<file path="src/design/esst_pkg.sv">
// Shared constants, types and command codes of the exponentiality spacing statistic block.
// Depends on nothing; every other file of the block but esst_ram uses it.
package esst_pkg;

  localparam int MAX_SAMPLES = 1024;
  localparam int SAMPLE_W    = 32;
  localparam int STAT_W      = 48;
  localparam int COUNT_OUT_W = 11;
  localparam int IDX_W       = (MAX_SAMPLES > 2) ? $clog2(MAX_SAMPLES) : 1;
  localparam int CNT_W       = $clog2(MAX_SAMPLES + 1);
  localparam int LOG_W       = SAMPLE_W + CNT_W;
  localparam int SH_W        = $clog2(LOG_W);
  localparam int EXP_W       = $clog2(LOG_W) + 2;
  localparam int LN_W        = $clog2(LOG_W) + 33;
  localparam int Z_W         = LN_W + CNT_W;
  localparam int A_W         = LN_W + CNT_W + 3;
  localparam int UA_W        = A_W - 1;
  localparam int MUL_W       = $clog2(12 * MAX_SAMPLES + 1);
  localparam int DEN_W       = $clog2(7 * MAX_SAMPLES + 2);
  localparam int PROD_W      = UA_W + MUL_W;
  localparam int ITER_W      = $clog2(PROD_W);
  localparam int Q_W         = PROD_W - 16;
  localparam int EXT_W       = (Q_W > STAT_W) ? Q_W : STAT_W + 1;

  localparam logic [31:0] LN2_Q32 = 32'd2977044472;
  localparam logic [STAT_W-1:0] STAT_SAT = {STAT_W{1'b1}};

  typedef enum logic [4:0] {
    OP_NONE,
    OP_LOAD,
    OP_INS_RD,
    OP_INS_SHIFT,
    OP_INS_PUT,
    OP_FIN_INIT,
    OP_SP_RD,
    OP_SP_DIFF,
    OP_SP_MUL,
    OP_SP_ACC,
    OP_SP_Z,
    OP_SP_NEXT,
    OP_LOG_Y,
    OP_SAVE_LY,
    OP_LOG_N,
    OP_CALC_A,
    OP_MUL_INIT,
    OP_MUL_STEP,
    OP_DIV_INIT,
    OP_DIV_STEP,
    OP_EMIT
  } op_e;

  typedef struct packed {
    op_e op;
  } cmd_t;

  typedef struct packed {
    logic cnt_full;
    logic cnt_zero;
    logic pos_zero;
    logic rd_gt;
    logic last;
    logic i_last;
    logic d_zero;
    logic zero_seen;
    logic log_done;
    logic a_pos;
    logic iter_done;
    logic out_busy;
  } status_t;

endpackage

</file>
<file path="src/design/esst_ctrl.sv">
// Controller state machine: sequences insertion, spacing pass, logs, multiply and divide.
// Depends on esst_pkg; drives the datapath by command codes only.
module esst_ctrl (
  input  logic              clk_i,
  input  logic              rst_ni,
  input  logic              in_valid_i,
  input  logic              in_is_sample_i,
  input  logic              in_last_i,
  output logic              in_ready_o,
  input  esst_pkg::status_t status_i,
  output esst_pkg::cmd_t    cmd_o
);

  localparam logic [4:0] S_IDLE     = 5'd0;
  localparam logic [4:0] S_INS_CHK  = 5'd1;
  localparam logic [4:0] S_INS_WAIT = 5'd2;
  localparam logic [4:0] S_FIN      = 5'd3;
  localparam logic [4:0] S_SP_RD    = 5'd4;
  localparam logic [4:0] S_SP_WAIT  = 5'd5;
  localparam logic [4:0] S_SP_MUL   = 5'd6;
  localparam logic [4:0] S_SP_ACC   = 5'd7;
  localparam logic [4:0] S_SP_LOG   = 5'd8;
  localparam logic [4:0] S_SP_NEXT  = 5'd9;
  localparam logic [4:0] S_LY       = 5'd10;
  localparam logic [4:0] S_LY_WAIT  = 5'd11;
  localparam logic [4:0] S_LN       = 5'd12;
  localparam logic [4:0] S_LN_WAIT  = 5'd13;
  localparam logic [4:0] S_A_CHK    = 5'd14;
  localparam logic [4:0] S_MUL      = 5'd15;
  localparam logic [4:0] S_DIV_INIT = 5'd16;
  localparam logic [4:0] S_DIV      = 5'd17;
  localparam logic [4:0] S_OUT      = 5'd18;

  logic [4:0] state_q, state_d;

  assign in_ready_o = (state_q == S_IDLE);

  always_comb begin
    state_d   = state_q;
    cmd_o.op  = esst_pkg::OP_NONE;
    case (state_q)
      S_IDLE: begin
        if (in_valid_i) begin
          cmd_o.op = esst_pkg::OP_LOAD;
          if (in_is_sample_i && !status_i.cnt_full) begin
            state_d = S_INS_CHK;
          end else if (in_last_i) begin
            state_d = S_FIN;
          end
        end
      end
      S_INS_CHK: begin
        if (status_i.pos_zero) begin
          cmd_o.op = esst_pkg::OP_INS_PUT;
          state_d  = status_i.last ? S_FIN : S_IDLE;
        end else begin
          cmd_o.op = esst_pkg::OP_INS_RD;
          state_d  = S_INS_WAIT;
        end
      end
      S_INS_WAIT: begin
        if (status_i.rd_gt) begin
          cmd_o.op = esst_pkg::OP_INS_SHIFT;
          state_d  = S_INS_CHK;
        end else begin
          cmd_o.op = esst_pkg::OP_INS_PUT;
          state_d  = status_i.last ? S_FIN : S_IDLE;
        end
      end
      S_FIN: begin
        if (status_i.cnt_zero) begin
          state_d = S_OUT;
        end else begin
          cmd_o.op = esst_pkg::OP_FIN_INIT;
          state_d  = S_SP_RD;
        end
      end
      S_SP_RD: begin
        cmd_o.op = esst_pkg::OP_SP_RD;
        state_d  = S_SP_WAIT;
      end
      S_SP_WAIT: begin
        cmd_o.op = esst_pkg::OP_SP_DIFF;
        state_d  = S_SP_MUL;
      end
      S_SP_MUL: begin
        cmd_o.op = esst_pkg::OP_SP_MUL;
        state_d  = S_SP_ACC;
      end
      S_SP_ACC: begin
        cmd_o.op = esst_pkg::OP_SP_ACC;
        state_d  = status_i.d_zero ? S_SP_NEXT : S_SP_LOG;
      end
      S_SP_LOG: begin
        if (status_i.log_done) begin
          cmd_o.op = esst_pkg::OP_SP_Z;
          state_d  = S_SP_NEXT;
        end
      end
      S_SP_NEXT: begin
        cmd_o.op = esst_pkg::OP_SP_NEXT;
        if (status_i.i_last) begin
          state_d = status_i.zero_seen ? S_OUT : S_LY;
        end else begin
          state_d = S_SP_RD;
        end
      end
      S_LY: begin
        cmd_o.op = esst_pkg::OP_LOG_Y;
        state_d  = S_LY_WAIT;
      end
      S_LY_WAIT: begin
        if (status_i.log_done) begin
          cmd_o.op = esst_pkg::OP_SAVE_LY;
          state_d  = S_LN;
        end
      end
      S_LN: begin
        cmd_o.op = esst_pkg::OP_LOG_N;
        state_d  = S_LN_WAIT;
      end
      S_LN_WAIT: begin
        if (status_i.log_done) begin
          cmd_o.op = esst_pkg::OP_CALC_A;
          state_d  = S_A_CHK;
        end
      end
      S_A_CHK: begin
        if (status_i.a_pos) begin
          cmd_o.op = esst_pkg::OP_MUL_INIT;
          state_d  = S_MUL;
        end else begin
          state_d = S_OUT;
        end
      end
      S_MUL: begin
        cmd_o.op = esst_pkg::OP_MUL_STEP;
        if (status_i.iter_done) begin
          state_d = S_DIV_INIT;
        end
      end
      S_DIV_INIT: begin
        cmd_o.op = esst_pkg::OP_DIV_INIT;
        state_d  = S_DIV;
      end
      S_DIV: begin
        cmd_o.op = esst_pkg::OP_DIV_STEP;
        if (status_i.iter_done) begin
          state_d = S_OUT;
        end
      end
      S_OUT: begin
        if (!status_i.out_busy) begin
          cmd_o.op = esst_pkg::OP_EMIT;
          state_d  = S_IDLE;
        end
      end
      default: begin
        state_d = S_IDLE;
      end
    endcase
  end

  always_ff @(posedge clk_i or negedge rst_ni) begin
    if (!rst_ni) begin
      state_q <= S_IDLE;
    end else begin
      state_q <= state_d;
    end
  end

endmodule

</file>
<file path="config.mk">
export PLATFORM = sky130hd
export DESIGN_NAME = esst_ctrl
export DESIGN_NICKNAME = d
export VERILOG_FILES = /design/src/design/esst_pkg.sv /design/src/design/esst_ctrl.sv
export SDC_FILE = /design/constraint.sdc
export NUM_CORES = 1
export LEC_CHECK = 0
export BUFFER_PORTS_ARGS = -buffer_cell sky130_fd_sc_hd__buf_2
export CORE_UTILIZATION = 35
export DETAILED_ROUTE_END_ITERATION = 16
export PLACE_DENSITY = 0.62
export SYNTH_ARGS = -nofsm -noshare
export SYNTH_HDL_FRONTEND = slang
export SYNTH_SLANG_ARGS = --single-unit
export TNS_END_PERCENT = 1
</file>
<file path="constraint.sdc">
create_clock -name clk_i -period 1.5 [get_ports clk_i]
set_input_delay 0.225 -clock clk_i [delete_from_list [all_inputs] [get_ports clk_i]]
set_output_delay 0.225 -clock clk_i [all_outputs]
set_load 0.02 [all_outputs]
</file>
==> metrics.json, run 1 <==
{
  "finalMaxSlewViolations": 0,
  "power_per_cell_area_nw_per_um2": 2490,
  "chipHeight_um": 51.8,
  "grt.overflow.total": 0,
  "startpoint": "state_q[0]$_DFFE_PN0P_",
  "synth.avg_cell_area_um2": 6.99,
  "synth_async_sr_flop_share": 1.00,
  "regMostFlops": "state_q",
  "timing.final.hold_violations": 0,
  "routed-via-count": 1177,
  "worstMarginPinSlew_ps": 344,
  "timing.max_cap.violations": 0,
  "place_congestion": 0.913,
  "mapped_area_um2": 867,
  "largestRegisters": "state_q (5)",
  "cts_max_level": 1,
  "cp_endpoint_kind": "output pin",
  "die_w_um": 51.8,
  "synth.distinct_cells": 43,
  "total_number_of_placement_rows": 17,
  "final_stage_net_count": 203,
  "global_route_wire_length_before_repair_um": 5290,
  "cts_buffer_depth": 2,
  "drt_first_pass_iters": 4,
  "grt_use_total": 0.267,
  "rsz0062_at_grt": "yes",
  "clk_transition_reported_paths_ps": 40,
  "wl_per_cell_um": 15.1,
  "number_of_enable_type_register_cells_in_the_synthesized_netlist": 0,
  "core_region_area_um2": 2280,
  "initial_core_utilization": 0.381,
  "ir_drop_mv": 1.37,
  "r2r_end": "state_q[1]$_DFFE_PN0P_",
  "criticalPathCategory": "reg -> out",
  "post-route-drc-count": 0,
  "synthFlopType": "sky130_fd_sc_hd__dfrtp_1",
  "maxSlewHeadroom": 0.770,
  "hold_path_class": "in -> async",
  "synth_cells": 124,
  "dieArea_um2": 2680,
  "count_of_buffers_from_port_buffering": 22,
  "timing.critical_path.arrival_ps": 1590,
  "r2r_start": "state_q[0]$_DFFE_PN0P_",
  "initialDrtViolationCount": 21,
  "antenna_violating_nets_post_route": 0,
  "post-dp-hpwl_um": 2450,
  "tritoncts.num_buffers": 3,
  "dp_cells": 203,
  "crit_path_max_fanout": 8,
  "startpoint_type": "flop",
  "clkLatencyLatePin_ps": 240,
  "timing.hold.ws_ps": 332,
  "fin_crit_ps": 1820,
  "largest_register_ff_count": 5,
  "yosys_warnings": 0,
  "antenna_found_initial": 0,
  "diodes": 0,
  "wirelength_um": 3220,
  "io_pins": 23,
  "cts.root.buffer_cell": "sky130_fd_sc_hd__clkbuf_4",
  "timing.reg2reg.worst_path_depth": 6,
  "fmaxAchievable_ghz": 0.551,
  "run_status": "complete, but fails checks",
  "finish.utilization": 0.643,
  "final_layout_size_suffix_gt1_frac": 0.541,
  "tritoncts": "done",
  "ys_seq_elements": 5,
  "area_growth_pct": 68.7,
  "synth_fp_nets": 141,
  "fin_skew_ps": 2.71,
  "crit_end": "cmd_o[0]",
  "first_global_vias": 1167,
  "failed_checks": "setup timing",
  "drt-vias-per-instance": 5.53,
  "grt_start_max_net_pins": 13,
  "synth-seq-area-share": 0.144,
  "r2r_setup_slack_ps": -200,
  "final-instance-count-excl-fill": 213,
  "post-route-period-util": 1.21,
  "clock_sink_count": 5,
  "timing.critical_path.required_ps": 1270,
  "fin_ws_ps": -315,
  "p_leak_nw": 0.660,
  "setup_viol": 8
}
==> repair_timing <==
action,in CTS,in global routing
setup buffers,4,2
endpoints found under the setup margin,10,10
pin swaps,5,7
hold buffers,1,0
gates resized for setup,23,13
hold endpoints to repair,5,0
==> report_power, final <==
| part | total, mW | internal (mW) | switching [mW] |
|---|---|---|---|
| combinational | 3.13 | 1.67 | 1.46 |
| sequential | 0.359 | 0.213 | 0.146 |
| clock | 0.152 | 0.100 | 0.0517 |
==> synth_stat cells, types with 2 or more instances <==
master,number,share of area
sky130_fd_sc_hd__a21oi_1,15,0.087
sky130_fd_sc_hd__o21ai_0,11,0.063
sky130_fd_sc_hd__nand2_1,8,0.035
sky130_fd_sc_hd__buf_2,7,0.040
sky130_fd_sc_hd__nor2_1,7,0.030
sky130_fd_sc_hd__nor2b_1,7,0.051
sky130_fd_sc_hd__inv_1,6,0.026
sky130_fd_sc_hd__dfrtp_1,5,0.14
sky130_fd_sc_hd__nand3_1,5,0.029
sky130_fd_sc_hd__o22ai_1,5,0.036
sky130_fd_sc_hd__nand4_1,4,0.029
sky130_fd_sc_hd__nand2b_1,3,0.022
sky130_fd_sc_hd__a21boi_0,2,0.017
sky130_fd_sc_hd__a21o_1,2,0.017
sky130_fd_sc_hd__a31oi_1,2,0.014
sky130_fd_sc_hd__buf_4,2,0.017
sky130_fd_sc_hd__buf_6,2,0.026
sky130_fd_sc_hd__mux2_4,2,0.035
sky130_fd_sc_hd__mux2i_1,2,0.023
sky130_fd_sc_hd__nand3b_1,2,0.017
sky130_fd_sc_hd__nor3_1,2,0.012
sky130_fd_sc_hd__o31ai_1,2,0.017
==> cells by family after synthesis <==
family | Yosys count | share of synthesized area
DFF | 5 | 0.144
and+or+nand+nor | 41 | 0.253
buffers and inverters | 18 | 0.114
AOI/OAI and AO/OA | 55 | 0.421
muxes | 4 | 0.0577
xor gates and xnor gates | 1 | 0.0101
==> worst min-delay path by stage <==
stage          cells past startpoint                     end    from  slack, ps
2_1_floorplan                      0  state_q[0]$_DFFE_PN0P_  rst_ni        -70
3_3_place_gp                       1  state_q[4]$_DFFE_PN0P_  rst_ni         40
3_5_place_dp                       1  state_q[4]$_DFFE_PN0P_  rst_ni         40
4_1_cts                            2  state_q[3]$_DFFE_PN0P_  rst_ni        330
5_1_grt                            2  state_q[1]$_DFFE_PN0P_  rst_ni        320
6_report                           2  state_q[3]$_DFFE_PN0P_  rst_ni        330
==> layer usage <==
metal / up-vias / global-route usage / share of wire
met5: - / 0 / 0
met4: 0 / 0.0541 / 0.011
met3: 4 / 0.0380 / 0.049
met2: 37 / 0.465 / 0.49
met1: 549 / 0.347 / 0.45
li1: 587 / - / -
==> placed cells by master (no fill, tap or decap), types with 2 or more instances in the layout <==
| cell | instances |
|---|---|
| sky130_fd_sc_hd__buf_4 | 43 |
| sky130_fd_sc_hd__nor2_1 | 4 |
| sky130_fd_sc_hd__dfrtp_2 | 3 |
| sky130_fd_sc_hd__nand4_1 | 4 |
| sky130_fd_sc_hd__nor2b_2 | 2 |
| sky130_fd_sc_hd__a21oi_2 | 3 |
| sky130_fd_sc_hd__nand3_1 | 4 |
| sky130_fd_sc_hd__o21ai_1 | 3 |
| sky130_fd_sc_hd__o31ai_1 | 2 |
| sky130_fd_sc_hd__buf_2 | 16 |
| sky130_fd_sc_hd__o21ai_0 | 8 |
| sky130_fd_sc_hd__nand2_1 | 7 |
| sky130_fd_sc_hd__buf_6 | 7 |
| sky130_fd_sc_hd__inv_1 | 4 |
| sky130_fd_sc_hd__inv_2 | 3 |
| sky130_fd_sc_hd__a21oi_1 | 12 |
| sky130_fd_sc_hd__o22ai_2 | 2 |
| sky130_fd_sc_hd__nor2_4 | 3 |
| sky130_fd_sc_hd__nand3b_1 | 2 |
| sky130_fd_sc_hd__nand2b_1 | 3 |
| sky130_fd_sc_hd__nand3_2 | 2 |
| sky130_fd_sc_hd__mux2_4 | 2 |
| sky130_fd_sc_hd__o22ai_1 | 3 |
| sky130_fd_sc_hd__nor2b_1 | 5 |
| sky130_fd_sc_hd__mux2i_1 | 2 |
| sky130_fd_sc_hd__a21o_1 | 2 |
| sky130_fd_sc_hd__clkbuf_4 | 3 |
| sky130_fd_sc_hd__dfrtp_1 | 2 |
| sky130_fd_sc_hd__a31oi_1 | 2 |
==> worst max-delay path, cell delays in order, from the launching register on <==
cell and delay (ps):
sky130_fd_sc_hd__dfrtp_2 470, sky130_fd_sc_hd__buf_6 160, sky130_fd_sc_hd__nor2_4 110, sky130_fd_sc_hd__nand2_2 60, sky130_fd_sc_hd__a211oi_2 180, sky130_fd_sc_hd__a21oi_1 60, sky130_fd_sc_hd__o211ai_1 160, sky130_fd_sc_hd__buf_4 170
==> metrics by stage <==
step / area [um^2] / setup TNS [ps] / worst slack (ps) / power (mW)
finish: 1460 / -1600 / -315 / 3.65
detailed placement: 1280 / -1110 / -210 / 3.00
floorplan: 912 / -593 / -139 / 2.03
CTS: 1410 / -1570 / -305 / 3.46
global placement: 1280 / -919 / -183 / 2.99
global route: 1460 / -2230 / -378 / 3.92
==> layout make-up <==
class                           instances  area [um^2]
Sequential cell                         5          129
Fill cell                             206          813
Timing Repair Buffer                   68          512
Multi-Input combinational cell        101          734
Tap cell                               28         35.0
Inverter                                7         26.3
Clock buffer                            4         26.3
(Power assumes the default switching activity.)
==> run 2, diff against run 1 <==
- CTS_BUF_LIST: default -> sky130_fd_sc_hd__clkbuf_8 sky130_fd_sc_hd__clkbuf_16
==> run 2 against run 1 <==
Against the previous run:
- the run still ends with setup timing left
- clock power increased by 56%
- first-iteration DRC count unchanged
- setup slack improved by 29 ps
- register-to-register slack about the same
- routed wire length decreased by 0.81%
- non-clock buffer count unchanged
==> metrics.json, run 2 (synthesis results as in run 1) <==
{
  "place_congestion": 0.913,
  "area_growth_pct": 69.3,
  "crit_path_max_incr_delay_ps": 460,
  "grt.overflow.total": 0,
  "multi_input_gate_area_um2": 728,
  "largestRegisters": "state_q (5)",
  "cts_max_level": 1,
  "fmaxAchievable_ghz": 0.560,
  "criticalPathCategory": "reg -> out",
  "routed-via-count": 1182,
  "diodes": 0,
  "count_of_buffers_from_port_buffering": 22,
  "timing.final.hold_violations": 0,
  "worstMarginPinSlew_ps": 312,
  "timing.critical_path.arrival_ps": 1560,
  "initial_core_utilization": 0.381,
  "tritoncts.num_buffers": 3,
  "cts_buffer_depth": 2,
  "cp_endpoint_kind": "output pin",
  "crit_chain": "buf_6, nor2_4, nand2_2, a211oi_2, a21oi_1, o211ai_1, buf_4",
  "antenna_found_initial": 0,
  "failed_checks": "setup timing",
  "p_int_mw": 2.04,
  "chipHeight_um": 51.8,
  "final_stage_net_count": 203,
  "antenna_violating_nets_post_route": 0,
  "p_leak_nw": 0.668,
  "io_pins": 23,
  "finish.utilization": 0.645,
  "first_global_vias": 1165,
  "clock_power_share": 0.064,
  "post-route-period-util": 1.19,
  "power_switching_share": 0.448,
  "power.combinational.fraction": 0.840,
  "critical-path-slowest-cell": "sky130_fd_sc_hd__dfrtp_2",
  "drt-vias-per-instance": 5.55,
  "layout.cell_area.non_filler_um2": 1470,
  "ir_drop_mv": 1.37,
  "rsz0062_at_grt": "yes",
  "p_seq_frac": 0.096,
  "setup_viol": 8,
  "clock_sink_count": 5,
  "layout_common_cells": "45 x sky130_fd_sc_hd__buf_4, 16 x sky130_fd_sc_hd__buf_2, 13 x sky130_fd_sc_hd__a21oi_1",
  "hold_path_class": "in -> async",
  "n_fill_cell": 202,
  "die_w_um": 51.8,
  "clk_transition_reported_paths_ps": 40,
  "dieArea_um2": 2680,
  "run_status": "complete, but fails checks",
  "final_layout_size_suffix_gt1_frac": 0.530,
  "regMostFlops": "state_q",
  "global_route_wire_length_before_repair_um": 5280,
  "clkLatencyLatePin_ps": 220,
  "fin_ws_ps": -286,
  "finalMaxSlewViolations": 0,
  "grt_start_max_net_pins": 13,
  "maxSlewHeadroom": 0.791,
  "timing.max_cap.violations": 0,
  "register_area_um2": 129,
  "fin_skew_ps": 2.20,
  "post-route-drc-count": 0,
  "startpoint_type": "flop",
  "fin_crit_ps": 1790,
  "worst-path-buf-inv": 2,
  "cts.root.buffer_cell": "sky130_fd_sc_hd__clkbuf_8",
  "total_number_of_placement_rows": 17,
  "wl_per_cell_um": 15.0,
  "wirelength_um": 3200,
  "crit_path_max_fanout": 8,
  "initialDrtViolationCount": 21,
  "cpLargestDelayFamily": "flip-flops",
  "timing.critical_path.required_ps": 1270,
  "power_per_cell_area_nw_per_um2": 2510,
  "grt_use_total": 0.266,
  "largest_register_ff_count": 5,
  "placement.cell_area_um2": 1280,
  "post-dp-hpwl_um": 2450,
  "tritoncts": "done",
  "layout_commonest_cell": "sky130_fd_sc_hd__buf_4",
  "core_region_area_um2": 2280,
  "total_switching_power_mw": 1.65,
  "drt_first_pass_iters": 4
}
==> run 2: changes by cell type in the layout (fill, tap and decap cells not counted), sizes merged <==
cell,delta
clkbuf,-1
inv,+1
==> run 2: per-layer routing <==
layer	vias to the layer above	global-route usage	share of wire	wire, um
met4	0	0.0450	0.0066	21
met3	2	0.0351	0.042	133
met1	559	0.347	0.46	1480
met5	-	0	0	0
met2	34	0.470	0.49	1570
li1	587	-	-	-
==> run 2: repair_timing <==
item | in CTS | in global routing
setup buffers | 4 | 1
setup endpoints to repair | 10 | 9
hold endpoints to repair | 5 | 0
pin swaps | 4 | 4
hold buffers | 1 | 0
gates resized for setup | 23 | 8
==> run 2: through the flow <==
stage          cells  total power [mW]  hold slack [ps]  setup TNS, ps  setup slack, ps
6_report         213              3.69              355          -1470             -286
5_1_grt          213              3.95              359          -2100             -339
3_3_place_gp     203              2.99             42.7           -919             -183
4_1_cts          212              3.55              349          -1440             -280
3_5_place_dp     203              3.00             44.7          -1110             -210
2_1_floorplan    124              2.03            -70.6           -593             -139
==> run 2: power groups by stage <==
stage,Combinational [mW],Sequential [mW],Clock [mW]
6_report,3.10,0.352,0.237
2_1_floorplan,1.76,0.266,0
5_1_grt,3.34,0.361,0.256
3_5_place_dp,2.65,0.355,0
3_3_place_gp,2.64,0.354,0
4_1_cts,2.96,0.343,0.242
==> run 2: layout make-up <==
type	instances	share of cell area
clock inverter	1	0.00256
inverter	7	0.0179
sequential	5	0.0878
timing repair buffer	68	0.344
multi-input combinational	101	0.496
tap	28	0.0239
clock buffer	3	0.0281
==> run 2: final timing paths <==
check | start | endpoint | slack (ps) | depth (start not counted)
worst max-delay path | state_q[0]$_DFFE_PN0P_ | cmd_o[0] | -290 | 7
worst min register to register | state_q[4]$_DFFE_PN0P_ | state_q[2]$_DFFE_PN0P_ | 710 | 2
worst max register to register | state_q[0]$_DFFE_PN0P_ | state_q[1]$_DFFE_PN0P_ | -190 | 6
max in group asynchronous | rst_ni | state_q[0]$_DFFE_PN0P_ | 1000 | 2
worst min-delay path | rst_ni | state_q[2]$_DFFE_PN0P_ | 350 | 2
min in group clk_i | status_i[1] | state_q[2]$_DFFE_PN0P_ | 380 | 4
